**src/rtl/tcw_pkg.sv**
```systemverilog
// Shared types and constants of the text console cell writer.
`default_nettype none
package tcw_pkg;

	localparam logic [2:0] CMD_PUT_CHAR   = 3'd0;
	localparam logic [2:0] CMD_SET_COLOR  = 3'd1;
	localparam logic [2:0] CMD_SET_CURSOR = 3'd2;
	localparam logic [2:0] CMD_CLEAR      = 3'd3;
	localparam logic [2:0] CMD_READ_CELL  = 3'd4;

	localparam logic [7:0]  CH_NEWLINE   = 8'h0A;
	localparam logic [7:0]  CH_BACKSPACE = 8'h08;
	localparam logic [7:0]  CH_BLANK     = 8'h20;
	localparam logic [31:0] WHITE_PIXEL  = 32'h00FF_FFFF;
	localparam logic [31:0] BLACK_PIXEL  = 32'h0000_0000;
	localparam logic [1:0]  FULL_CLEAR   = 2'd2;

	localparam logic [1:0] REG_COLUMNS    = 2'd0;
	localparam logic [1:0] REG_ROWS       = 2'd1;
	localparam logic [1:0] REG_BACKGROUND = 2'd2;

	localparam logic [7:0]  COLUMNS_RESET    = 8'd75;
	localparam logic [6:0]  ROWS_RESET       = 7'd50;
	localparam logic [31:0] BACKGROUND_RESET = 32'd0;

	localparam int PADDR_W = 4;
	localparam int S_TDATA_W = 56;
	localparam int S_TUSER_W = 3;
	localparam int M_TDATA_W = 88;
	localparam int CELL_W = 72;

	localparam int QUEUE_DEPTH = 2;
	localparam int QPTR_W = 1;
	localparam int QCNT_W = 2;

	typedef enum logic [2:0] {
		OP_NOP,
		OP_PUT,
		OP_NEWLINE,
		OP_BACKSPACE,
		OP_COLOR,
		OP_CURSOR,
		OP_CLEAR,
		OP_READ
	} op_t;

	typedef struct packed {
		op_t         op;
		logic [7:0]  value_byte;
		logic [7:0]  row_index;
		logic [31:0] color;
	} op_req_t;

	// effective sizes, already clamped to 1..maximum
	typedef struct packed {
		logic [8:0]  cols;
		logic [7:0]  rows;
		logic [31:0] bg;
		logic        fit;
	} cfg_t;

	typedef enum logic [2:0] {
		ST_INIT,
		ST_IDLE,
		ST_SCROLL,
		ST_CLEAR,
		ST_DONE
	} back_state_t;

endpackage
`default_nettype wire

```
**src/rtl/tcw_front.sv**
```systemverilog
// Input stage: accept requests, classify them and queue them for the back end.
`default_nettype none
module tcw_front (
	input  wire logic                          clk,
	input  wire logic                          arst_n,
	input  wire logic                          s_tvalid,
	output logic                               s_tready,
	input  wire logic [tcw_pkg::S_TDATA_W-1:0] s_tdata,
	input  wire logic [tcw_pkg::S_TUSER_W-1:0] s_tuser,
	input  wire logic                          init_busy,
	output logic                               req_valid,
	output tcw_pkg::op_req_t                   req,
	input  wire logic                          req_ready
);
	import tcw_pkg::*;

	op_req_t            queue_q [QUEUE_DEPTH];
	logic [QPTR_W-1:0]  wr_ptr_q;
	logic [QPTR_W-1:0]  rd_ptr_q;
	logic [QCNT_W-1:0]  count_q;
	op_req_t            dec;
	logic [7:0]         vb;
	logic [1:0]         mode;
	logic               push;
	logic               pop;

	assign vb = s_tdata[7:0];
	assign mode = s_tdata[49:48];

	always_comb begin
		dec.value_byte = vb;
		dec.row_index = s_tdata[15:8];
		dec.color = s_tdata[47:16];
		case (s_tuser)
			CMD_PUT_CHAR: begin
				if (vb == CH_NEWLINE) begin
					dec.op = OP_NEWLINE;
				end else if (vb == CH_BACKSPACE) begin
					dec.op = OP_BACKSPACE;
				end else begin
					dec.op = OP_PUT;
				end
			end
			CMD_SET_COLOR: dec.op = OP_COLOR;
			CMD_SET_CURSOR: dec.op = OP_CURSOR;
			CMD_CLEAR: dec.op = (mode == FULL_CLEAR) ? OP_CLEAR : OP_NOP;
			CMD_READ_CELL: dec.op = OP_READ;
			default: dec.op = OP_NOP;
		endcase
	end

	assign s_tready = (count_q != QCNT_W'(QUEUE_DEPTH)) && !init_busy;
	assign push = s_tvalid && s_tready;
	assign req_valid = (count_q != '0);
	assign req = queue_q[rd_ptr_q];
	assign pop = req_valid && req_ready;

	always_ff @(posedge clk) begin
		if (push) begin
			queue_q[wr_ptr_q] <= dec;
		end
	end

	always_ff @(posedge clk or negedge arst_n) begin
		if (!arst_n) begin
			wr_ptr_q <= '0;
			rd_ptr_q <= '0;
			count_q <= '0;
		end else begin
			if (push) begin
				wr_ptr_q <= (wr_ptr_q == QPTR_W'(QUEUE_DEPTH - 1)) ? '0 : wr_ptr_q + 1'b1;
			end
			if (pop) begin
				rd_ptr_q <= (rd_ptr_q == QPTR_W'(QUEUE_DEPTH - 1)) ? '0 : rd_ptr_q + 1'b1;
			end
			case ({push, pop})
				2'b10: count_q <= count_q + 1'b1;
				2'b01: count_q <= count_q - 1'b1;
				default: ;
			endcase
		end
	end

endmodule
`default_nettype wire

```
**config.mk**
```make
export PLATFORM = sky130hd
export DESIGN_NAME = tcw_front
export DESIGN_NICKNAME = d
export VERILOG_FILES = /design/src/rtl/tcw_pkg.sv /design/src/rtl/tcw_front.sv
export SDC_FILE = /design/constraint.sdc
export NUM_CORES = 1
export LEC_CHECK = 0
export BUFFER_PORTS_ARGS = -buffer_cell sky130_fd_sc_hd__buf_2
export CAP_MARGIN = 20
export CORE_MARGIN = 5
export CORE_UTILIZATION = 46
export CTS_CLUSTER_SIZE = 16
export DETAILED_ROUTE_END_ITERATION = 10
export GPL_TIMING_DRIVEN = 0
export PLACE_DENSITY = 0.84
export SYNTH_ARGS = -nofsm -noshare
export SYNTH_HDL_FRONTEND = slang
export SYNTH_SLANG_ARGS = --single-unit
export TNS_END_PERCENT = 5
```
**constraint.sdc**
```tcl
create_clock -name clk -period 3.1 [get_ports clk]
set_input_delay 0.31 -clock clk [delete_from_list [all_inputs] [get_ports clk]]
set_output_delay 0.31 -clock clk [all_outputs]
set_load 0.005 [all_outputs]
```
==> impl_metrics.tcl <==
set metrics [dict create \
    outcome "finished clean" \
    cp_cell_sequence "o211ai_1 -> nor2_4 -> buf_12" \
    die_area_mm2 0.0107 \
    synth.distinct_cells 26 \
    cp_top_family "simple AND/OR/NAND/NOR gates" \
    cts_root_buf "clkbuf_8" \
    ant_nets 0 \
    critPathMaxFanout 27 \
    std_cell_rows 34 \
    endpoint_kind "register" \
    p_leak_nw 1.82 \
    fill_cells 693 \
    vias_per_cell 4.87 \
    grt_pass1_vias 2185 \
    worstSkewPairLatency_ps 350 \
    gp_congestion 0.687 \
    cts.path.max_buffers 2 \
    coreArea_mm2 0.00859 \
    die_h_um 103 \
    pwr_density_cell_mw_per_mm2 751 \
    cts-buffers-inserted 9 \
    final_nets 381 \
    timing.final.ws_setup_ps 1210 \
    drv_slew 0 \
    post_cts_resized 0 \
    netlist_instances 192 \
    antenna_found_initial 0 \
    clock_sinks 106 \
    post_drt_wl_per_cell_um 15.8 \
    cts_tree "built" \
    routed_wl_mm 6.79 \
    setup_viol 0 \
    yosys_warnings 0 \
    rsz0062_at_grt "no" \
    start_util_pct 46.6 \
    syn_to_final_growth_pct 23.0 \
    dp_hpwl_mm 4.82 \
    firstDrtPassIters 4 \
    critPathArrivalTime_ps 1950 \
    grt_overflow_total 0 \
    netlist_area_mm2 0.00400 \
    path_class "register to register" \
    crit_buf_inv 1 \
    ff_latch_area_mm2 0.00316 \
    whs_ps 141 \
    dr_total_vias 2088 \
    ys_seq_area_share_pct 79.0 \
    slew_headroom_pct 51.1 \
    min_period_over_period_pct 61.1 \
    grt_pass1_wl_mm 10.4 \
    holdCritPathClass "primary input to register" \
    grt_max_degree 28 \
    cp_slowest_stage_delay_ps 620 \
    synth_area_leaders "edfxtp_1 77%, mux2_2 14%, dfrtp_1 2.5%" \
    grt_use_total_pct 13.0 \
    io_buffers 110 \
    worst_setup_path_start_kind "register" \
    die_x_um 103 \
    synth_top_area_share_pct 76.5 \
    num_io_pins 117 \
    diodes 0 \
    ir_drop_mv 0.461 \
    tightestPinTransition_ps 732 \
    maxCapViolations 0 \
    max_freq_ghz 0.528 \
    clk_pin_slew_ps 100 \
    synth_nets 257 \
    postCtsSetupBuffers 0 \
    finalCriticalPeriod_ps 1890 \
    clock_skew_ps 10.7 \
    cpMaxStageDelayCell "nor2_4" \
    drc 0 \
    drive_gt1_share_pct 59.2 \
    fin_setup_tns_ps 0 \
    synth_top_area_cell "edfxtp_1" \
    syn_area_per_cell_um2 20.8 \
    multi_input_area_um2 777 \
    ys_ff_latch 106 \
    crit_required_ps 3150 \
    drtIter0Drc 74 \
    preCtsSetupSlack_ps 1150 \
    finalHoldViolations 0 \
    htreeDepth 3 \
]
==> registers in the layout, indices dropped and copies added, names as in the netlist <==
register and flops:
count_q 2, rd_ptr_q 1, wr_ptr_q 1, queue_q 102
==> through the flow <==
step / power (mW) / utilization (%) / instance area (µm²) / cells
final: 3.70 / 57.3 / 4920 / 429
after global routing: 3.91 / 57.3 / 4920 / 429
after global placement: 2.96 / 54.6 / 4690 / 410
after detailed placement: 3.01 / 55.1 / 4740 / 412
after CTS: 3.77 / 57.3 / 4920 / 429
after floorplan: 2.56 / - / 4010 / 192
==> metal layers <==
layer | routed length (µm) | global-route usage (%) | up-vias
met5 | 0 | 0 | -
met4 | 60 | 3.59 | 0
met3 | 465 | 4.56 | 5
met2 | 3530 | 23.2 | 68
met1 | 2740 | 15.0 | 1015
li1 | - | - | 1000
==> where the power goes <==
group          leakage (nW)  internal [mW]  switching [mW]  total (mW)
sequential            0.979           1.79          0.0542        1.84
combinational         0.766          0.604           0.498        1.10
clock                0.0799          0.296           0.457       0.753
==> synth_stat cells <==
library cell / number
mux2_2: 51
o21a_1: 1
o21ai_0: 2
and3_1: 1
buf_6: 5
o211ai_1: 1
a31oi_1: 1
and3_2: 1
or2_4: 1
nand2_1: 1
inv_1: 2
nor4_2: 1
xor2_1: 1
nor2b_1: 1
dfrtp_1: 4
or3b_1: 1
ha_1: 1
nor3_1: 1
buf_4: 1
o31ai_1: 1
edfxtp_1: 102
nor2_1: 4
nor3b_1: 1
a221oi_1: 1
and2_4: 1
xnor2_1: 4
==> cell type report <==
class,instances,area share (%)
Buffer,6,1.30
Clock buffer,9,2.52
Clock inverter,7,1.07
Inverter,2,0.152
Multi-Input combinational cell,78,15.8
Sequential cell,106,64.2
Tap cell,108,2.74
Timing Repair Buffer,113,12.2
==> repair_timing <==
item	CTS	global route
endpoints found under the setup margin	0	0
hold buffers	1	0
endpoints found under the hold margin	4	0
==> cells in the final DEF, fill, tap and decap left out, types with 3 or more instances in the layout <==
cell,instances
buf_2,110
buf_6,5
clkbuf_8,9
clkinvlp_4,3
dfrtp_1,4
edfxtp_1,102
mux2_2,51
nor2_1,3
xnor2_1,4
==> worst paths after layout <==
kind                        startpoint             end  slack, ps  cells past startpoint
max                         count_q[0]   queue_q[0][6]       1210                      3
min                        s_tdata[34]  queue_q[1][18]        140                      1
max reg2reg                 count_q[0]   queue_q[0][6]       1210                      3
min reg2reg                   wr_ptr_q        wr_ptr_q        540                      1
max in group asynchronous       arst_n      count_q[1]       2670                      2
min in group asynchronous       arst_n        wr_ptr_q        310                      2
==> cell families (layout without fill, tap and decap cells) <==
family          Yosys count  in the layout  share of synthesized area, %
flops                   106            106                          79.0
mux                      51             51                          14.3
simple gates             14             14                          2.25
buf+inv                   8            137                          1.78
compound gates            7              7                          1.19
xor+xnor                  5              5                          1.09
fa+ha+maj                 1              1                         0.313
Power figures use the tool's default switching activity.
