<file path="src/rtl/tcw_pkg.sv">
// Shared types and constants of the text console cell writer.
`default_nettype none
package tcw_pkg;

	localparam logic [2:0] CMD_PUT_CHAR   = 3'd0;
	localparam logic [2:0] CMD_SET_COLOR  = 3'd1;
	localparam logic [2:0] CMD_SET_CURSOR = 3'd2;
	localparam logic [2:0] CMD_CLEAR      = 3'd3;
	localparam logic [2:0] CMD_READ_CELL  = 3'd4;

	localparam logic [7:0]  CH_NEWLINE   = 8'h0A;
	localparam logic [7:0]  CH_BACKSPACE = 8'h08;
	localparam logic [7:0]  CH_BLANK     = 8'h20;
	localparam logic [31:0] WHITE_PIXEL  = 32'h00FF_FFFF;
	localparam logic [31:0] BLACK_PIXEL  = 32'h0000_0000;
	localparam logic [1:0]  FULL_CLEAR   = 2'd2;

	localparam logic [1:0] REG_COLUMNS    = 2'd0;
	localparam logic [1:0] REG_ROWS       = 2'd1;
	localparam logic [1:0] REG_BACKGROUND = 2'd2;

	localparam logic [7:0]  COLUMNS_RESET    = 8'd75;
	localparam logic [6:0]  ROWS_RESET       = 7'd50;
	localparam logic [31:0] BACKGROUND_RESET = 32'd0;

	localparam int PADDR_W = 4;
	localparam int S_TDATA_W = 56;
	localparam int S_TUSER_W = 3;
	localparam int M_TDATA_W = 88;
	localparam int CELL_W = 72;

	localparam int QUEUE_DEPTH = 2;
	localparam int QPTR_W = 1;
	localparam int QCNT_W = 2;

	typedef enum logic [2:0] {
		OP_NOP,
		OP_PUT,
		OP_NEWLINE,
		OP_BACKSPACE,
		OP_COLOR,
		OP_CURSOR,
		OP_CLEAR,
		OP_READ
	} op_t;

	typedef struct packed {
		op_t         op;
		logic [7:0]  value_byte;
		logic [7:0]  row_index;
		logic [31:0] color;
	} op_req_t;

	// effective sizes, already clamped to 1..maximum
	typedef struct packed {
		logic [8:0]  cols;
		logic [7:0]  rows;
		logic [31:0] bg;
		logic        fit;
	} cfg_t;

	typedef enum logic [2:0] {
		ST_INIT,
		ST_IDLE,
		ST_SCROLL,
		ST_CLEAR,
		ST_DONE
	} back_state_t;

endpackage
`default_nettype wire

</file>
<file path="src/rtl/tcw_regs.sv">
// Configuration registers behind the APB-style port.
`default_nettype none
module tcw_regs #(
	parameter int MAX_COLUMNS = 128,
	parameter int MAX_ROWS = 64
) (
	input  wire logic                        clk,
	input  wire logic                        arst_n,
	input  wire logic                        psel,
	input  wire logic                        penable,
	input  wire logic                        pwrite,
	input  wire logic [tcw_pkg::PADDR_W-1:0] paddr,
	input  wire logic [31:0]                 pwdata,
	output logic [31:0]                      prdata,
	output logic                             pready,
	output tcw_pkg::cfg_t                    cfg
);
	import tcw_pkg::*;

	logic [7:0]  columns_q;
	logic [6:0]  rows_q;
	logic [31:0] background_q;
	logic        fit_q;
	logic        wr;
	logic [1:0]  idx;

	assign pready = 1'b1;
	assign idx = paddr[3:2];
	assign wr = psel && penable && pwrite && pready;

	always_ff @(posedge clk or negedge arst_n) begin
		if (!arst_n) begin
			columns_q <= COLUMNS_RESET;
			rows_q <= ROWS_RESET;
			background_q <= BACKGROUND_RESET;
			fit_q <= 1'b0;
		end else begin
			fit_q <= wr && (idx == REG_COLUMNS || idx == REG_ROWS);
			if (wr) begin
				case (idx)
					REG_COLUMNS: columns_q <= pwdata[7:0];
					REG_ROWS: rows_q <= pwdata[6:0];
					REG_BACKGROUND: background_q <= pwdata;
					default: ;
				endcase
			end
		end
	end

	always_comb begin
		case (idx)
			REG_COLUMNS: prdata = {24'd0, columns_q};
			REG_ROWS: prdata = {25'd0, rows_q};
			REG_BACKGROUND: prdata = background_q;
			default: prdata = 32'd0;
		endcase
	end

	always_comb begin
		if (columns_q == 8'd0) begin
			cfg.cols = 9'd1;
		end else if (9'(columns_q) > 9'(MAX_COLUMNS)) begin
			cfg.cols = 9'(MAX_COLUMNS);
		end else begin
			cfg.cols = 9'(columns_q);
		end
		if (rows_q == 7'd0) begin
			cfg.rows = 8'd1;
		end else if (8'(rows_q) > 8'(MAX_ROWS)) begin
			cfg.rows = 8'(MAX_ROWS);
		end else begin
			cfg.rows = 8'(rows_q);
		end
		cfg.bg = background_q;
		cfg.fit = fit_q;
	end

endmodule
`default_nettype wire

</file>
<file path="config.mk">
export PLATFORM = sky130hd
export DESIGN_NAME = tcw_regs
export DESIGN_NICKNAME = d
export VERILOG_FILES = /design/src/rtl/tcw_pkg.sv /design/src/rtl/tcw_regs.sv
export SDC_FILE = /design/constraint.sdc
export NUM_CORES = 1
export LEC_CHECK = 0
export BUFFER_PORTS_ARGS = -buffer_cell sky130_fd_sc_hd__buf_2
export CELL_PAD_IN_SITES_DETAIL_PLACEMENT = 1
export CELL_PAD_IN_SITES_GLOBAL_PLACEMENT = 1
export CORE_MARGIN = 4
export CORE_UTILIZATION = 38
export DETAILED_ROUTE_END_ITERATION = 12
export GPL_TIMING_DRIVEN = 0
export PLACE_DENSITY = 0.89
export SETUP_SLACK_MARGIN = 0.02
export SLEW_MARGIN = 10
export SYNTH_ARGS = -nofsm -noshare
export SYNTH_HDL_FRONTEND = slang
export SYNTH_SLANG_ARGS = --single-unit
</file>
<file path="constraint.sdc">
create_clock -name clk -period 2.4 [get_ports clk]
set_input_delay 0.24 -clock clk [delete_from_list [all_inputs] [get_ports clk]]
set_output_delay 0.24 -clock clk [all_outputs]
set_load 0.1 [all_outputs]
</file>
==> results.py <==
metrics = {
    "logic_synthesis": {
        "syn_inst": 185,
        "synth.top_cell.area_share": 0.409,
        "synth.cell_area_um2": 2510,
        "synth_cell_types": 24,
        "ys_seq_area_frac": 0.483,
        "syn_avg_cell_area_um2": 13.5,
        "yosys.area.top_type": "dfrtp_1",
        "synthTopCellsByArea": "dfrtp_1, mux2_4, dfstp_2, and2_1, mux2_2",
        "yosysWarnings": 0,
        "ys_ff_latch": 48,
    },
    "clocking": {
        "cts_inserted_buffers": 5,
        "cts-root-buf": "clkbuf_8",
        "cts.htree.levels": 2,
        "clkSinkCount": 48,
        "postCtsSetupRepairBufs": 0,
        "worst_skew_pair.late_latency_ns": 0.29,
        "clk_path_buf_depth": 2,
        "cts_hold_buffers": 0,
        "clk_pin_slew_ns": 0.10,
        "cts_tree": "built",
        "post_cts_resized": 0,
    },
    "power_and_ir_drop": {
        "internal-power_w": 0.00182,
        "p_per_area_nw_per_um2": 1320,
        "clockPowerShare": 0.135,
        "seqPwrFrac": 0.269,
        "p_leak_nw": 1.75,
        "switching_share": 0.586,
        "pwr-share-comb": 0.596,
        "peakVddDrop_mv": 0.902,
        "p_switching_w": 0.00257,
        "finalPower_w": 0.00439,
    },
    "grt": {
        "overflow": 0,
        "grt_usage": 0.170,
        "antenna_found_initial": 0,
        "first_global_vias": 1982,
        "grt_pass1_wl_um": 10300,
        "grt_start_max_net_pins": 49,
    },
    "setup_path": {
        "critPathArrivalTime_ns": 1.99,
        "slowest_delay_ns": 0.59,
        "cp_common_cell": "buf_2",
        "reg2reg_from": "columns_q[7]",
        "critPathKind": "in2out",
        "endpoint_kind": "output port",
        "cp-start-kind": "input port",
        "required_ns": 2.16,
        "r2r_cells": 2,
        "slowest_stage": "clkbuf_1",
        "worst-path-max-fanout": 10,
        "worstPathCellList": "buf_2 -> clkbuf_1 -> and2b_1 -> nand2_1 -> o21ai_2 -> buf_2",
        "r2r_end": "columns_q[7]",
        "rrSetupSlack_ns": 1.32,
    },
    "placed_design": {
        "port_buffers": 118,
        "hpwl_um": 5000,
        "place_area_um2": 3230,
        "gp_congestion": 0.810,
        "placedCellCount": 381,
    },
    "die": {
        "die_y_um": 89.2,
        "core-area_um2": 6390,
        "rows": 29,
        "die_w_um": 89.2,
        "ioPinCount": 124,
        "dieArea_um2": 7960,
        "start_util": 0.392,
    },
    "finish": {
        "instances_no_fill": 389,
        "final_nets": 352,
        "final_util": 0.523,
        "fill_cells": 691,
        "area_growth_pct": 33.3,
        "fin_area_um2": 3340,
        "drive_gt1_frac": 0.651,
        "multi_input_area_um2": 1170,
        "ff_latch_area_um2": 1210,
        "antennaDiodeCount": 0,
    },
    "sta": {
        "rsz0062_at_grt": "false",
        "tightest_slew_ns": 1.05,
        "max_freq_mhz": 448,
        "skew_ns": 0,
        "slew_headroom": 0.298,
        "finalMaxSlewViolations": 0,
        "period_minus_slack_ns": 2.23,
        "hold_viol_final": 0,
        "post-route-period-util": 0.930,
        "setup_violations": 0,
        "tns_ns": 0,
    },
    "routing": {
        "first_pass_iters": 4,
        "routed_via_density": 4.76,
        "route.detailed.drc": 0,
        "highest_layer": "met4",
        "dr_total_vias": 1850,
        "dr_wl_met3_um": 515,
        "postRouteAntennaNets": 0,
        "dr_wl_met2_um": 3080,
        "met1_length_um": 2840,
        "drt_wl_total_um": 6470,
        "wl_per_cell_um": 16.6,
        "first_iter_violations": 14,
    },
    "run": {
        "maxCapViolations": 0,
    },
    "outcome": {
        "status": "complete, no violations",
    },
    "hold_path": {
        "min_path_type": "in2async",
    },
}
==> flip-flops by register name (all words and copies together) (netlist names) <==
register and flops:
background_q 32, fit_q 1, rows_q 7, columns_q 8
==> power by group through the flow <==
stage	registers [W]	logic (W)	clock network, W
finish	0.00118	0.00262	0.000594
global route	0.00122	0.00270	0.000646
CTS	0.00118	0.00264	0.000610
detailed placement	0.00119	0.00263	0
global placement	0.00119	0.00261	0
floorplan	0.00208	0.00134	0
==> worst max-delay path: cells and delay by family <==
family	cells	cell delay, ns
buffers and inverters	3	1.17
AO/OA/AOI/OAI	1	0.08
AND/OR/NAND/NOR	2	0.50
==> layer usage <==
layer / GRT usage / up-vias
li1: - / 863
met1: 0.224 / 897
met2: 0.287 / 86
met3: 0.0369 / 4
met4: 0.0365 / 0
met5: 0 / -
==> area by class of cell <==
class / instances / share of cell area
Clock buffer: 5 / 0.0206
Sequential cell: 48 / 0.362
Clock inverter: 3 / 0.0139
Multi-Input combinational cell: 122 / 0.351
Timing Repair Buffer: 118 / 0.177
Buffer: 16 / 0.0464
Tap cell: 77 / 0.0288
==> through the flow <==
step,worst slack [ns],hold slack [ns]
after global placement,0.169,0.471
after CTS,0.147,0.159
final,0.167,0.123
after detailed placement,0.162,0.477
after floorplan,0.179,-0.0556
after global routing,0.0839,0.155
==> cell usage after synthesis (all sizes together) <==
cell,number
mux2,47
dfrtp,41
and2,24
nor2b,13
buf,10
mux2i,8
nand2,8
dfstp,7
o21ai,7
clkbuf,6
nor2,5
a21oi,2
conb,2
and2b,1
and4,1
and4b,1
nor3,1
nor4,1
==> logic make-up after synthesis <==
group | count (synthesis) | synth area share
AOI/OAI and AO/OA | 9 | 0.0180
and+or+nand+nor | 55 | 0.134
muxes | 55 | 0.300
DFF | 48 | 0.483
buffers and inverters | 16 | 0.0619
other | 2 | 0.00300
==> cell usage in the layout (no fill, tap or decap) <==
cell / count
mux2_4: 38
mux2_2: 9
nor2_2: 1
nand2_1: 7
dfrtp_1: 41
buf_12: 4
a21oi_1: 2
and2b_1: 1
and2_1: 24
and4b_4: 1
buf_2: 118
nor2b_2: 1
o21ai_2: 7
bufinv_16: 1
buf_6: 2
conb_1: 3
nor2_1: 4
clkbuf_1: 6
inv_6: 1
clkbuf_8: 5
mux2i_1: 8
nor2b_4: 1
and4_4: 1
clkinvlp_4: 1
nor4_1: 1
nor2b_1: 11
buf_4: 4
nand2_2: 1
nor3_1: 1
dfstp_2: 7
==> worst max path at each step <==
stage | start | to | slack (ns) | cells after the start
3_3_place_gp | paddr[2] | prdata[5] | 0.17 | 6
2_1_floorplan | columns_q[2] | cfg[41] | 0.18 | 3
6_report | paddr[2] | prdata[0] | 0.17 | 6
3_5_place_dp | paddr[2] | prdata[0] | 0.16 | 6
5_1_grt | paddr[2] | prdata[5] | 0.08 | 6
4_1_cts | paddr[2] | prdata[0] | 0.15 | 6
Power figures use the tool's default switching activity.
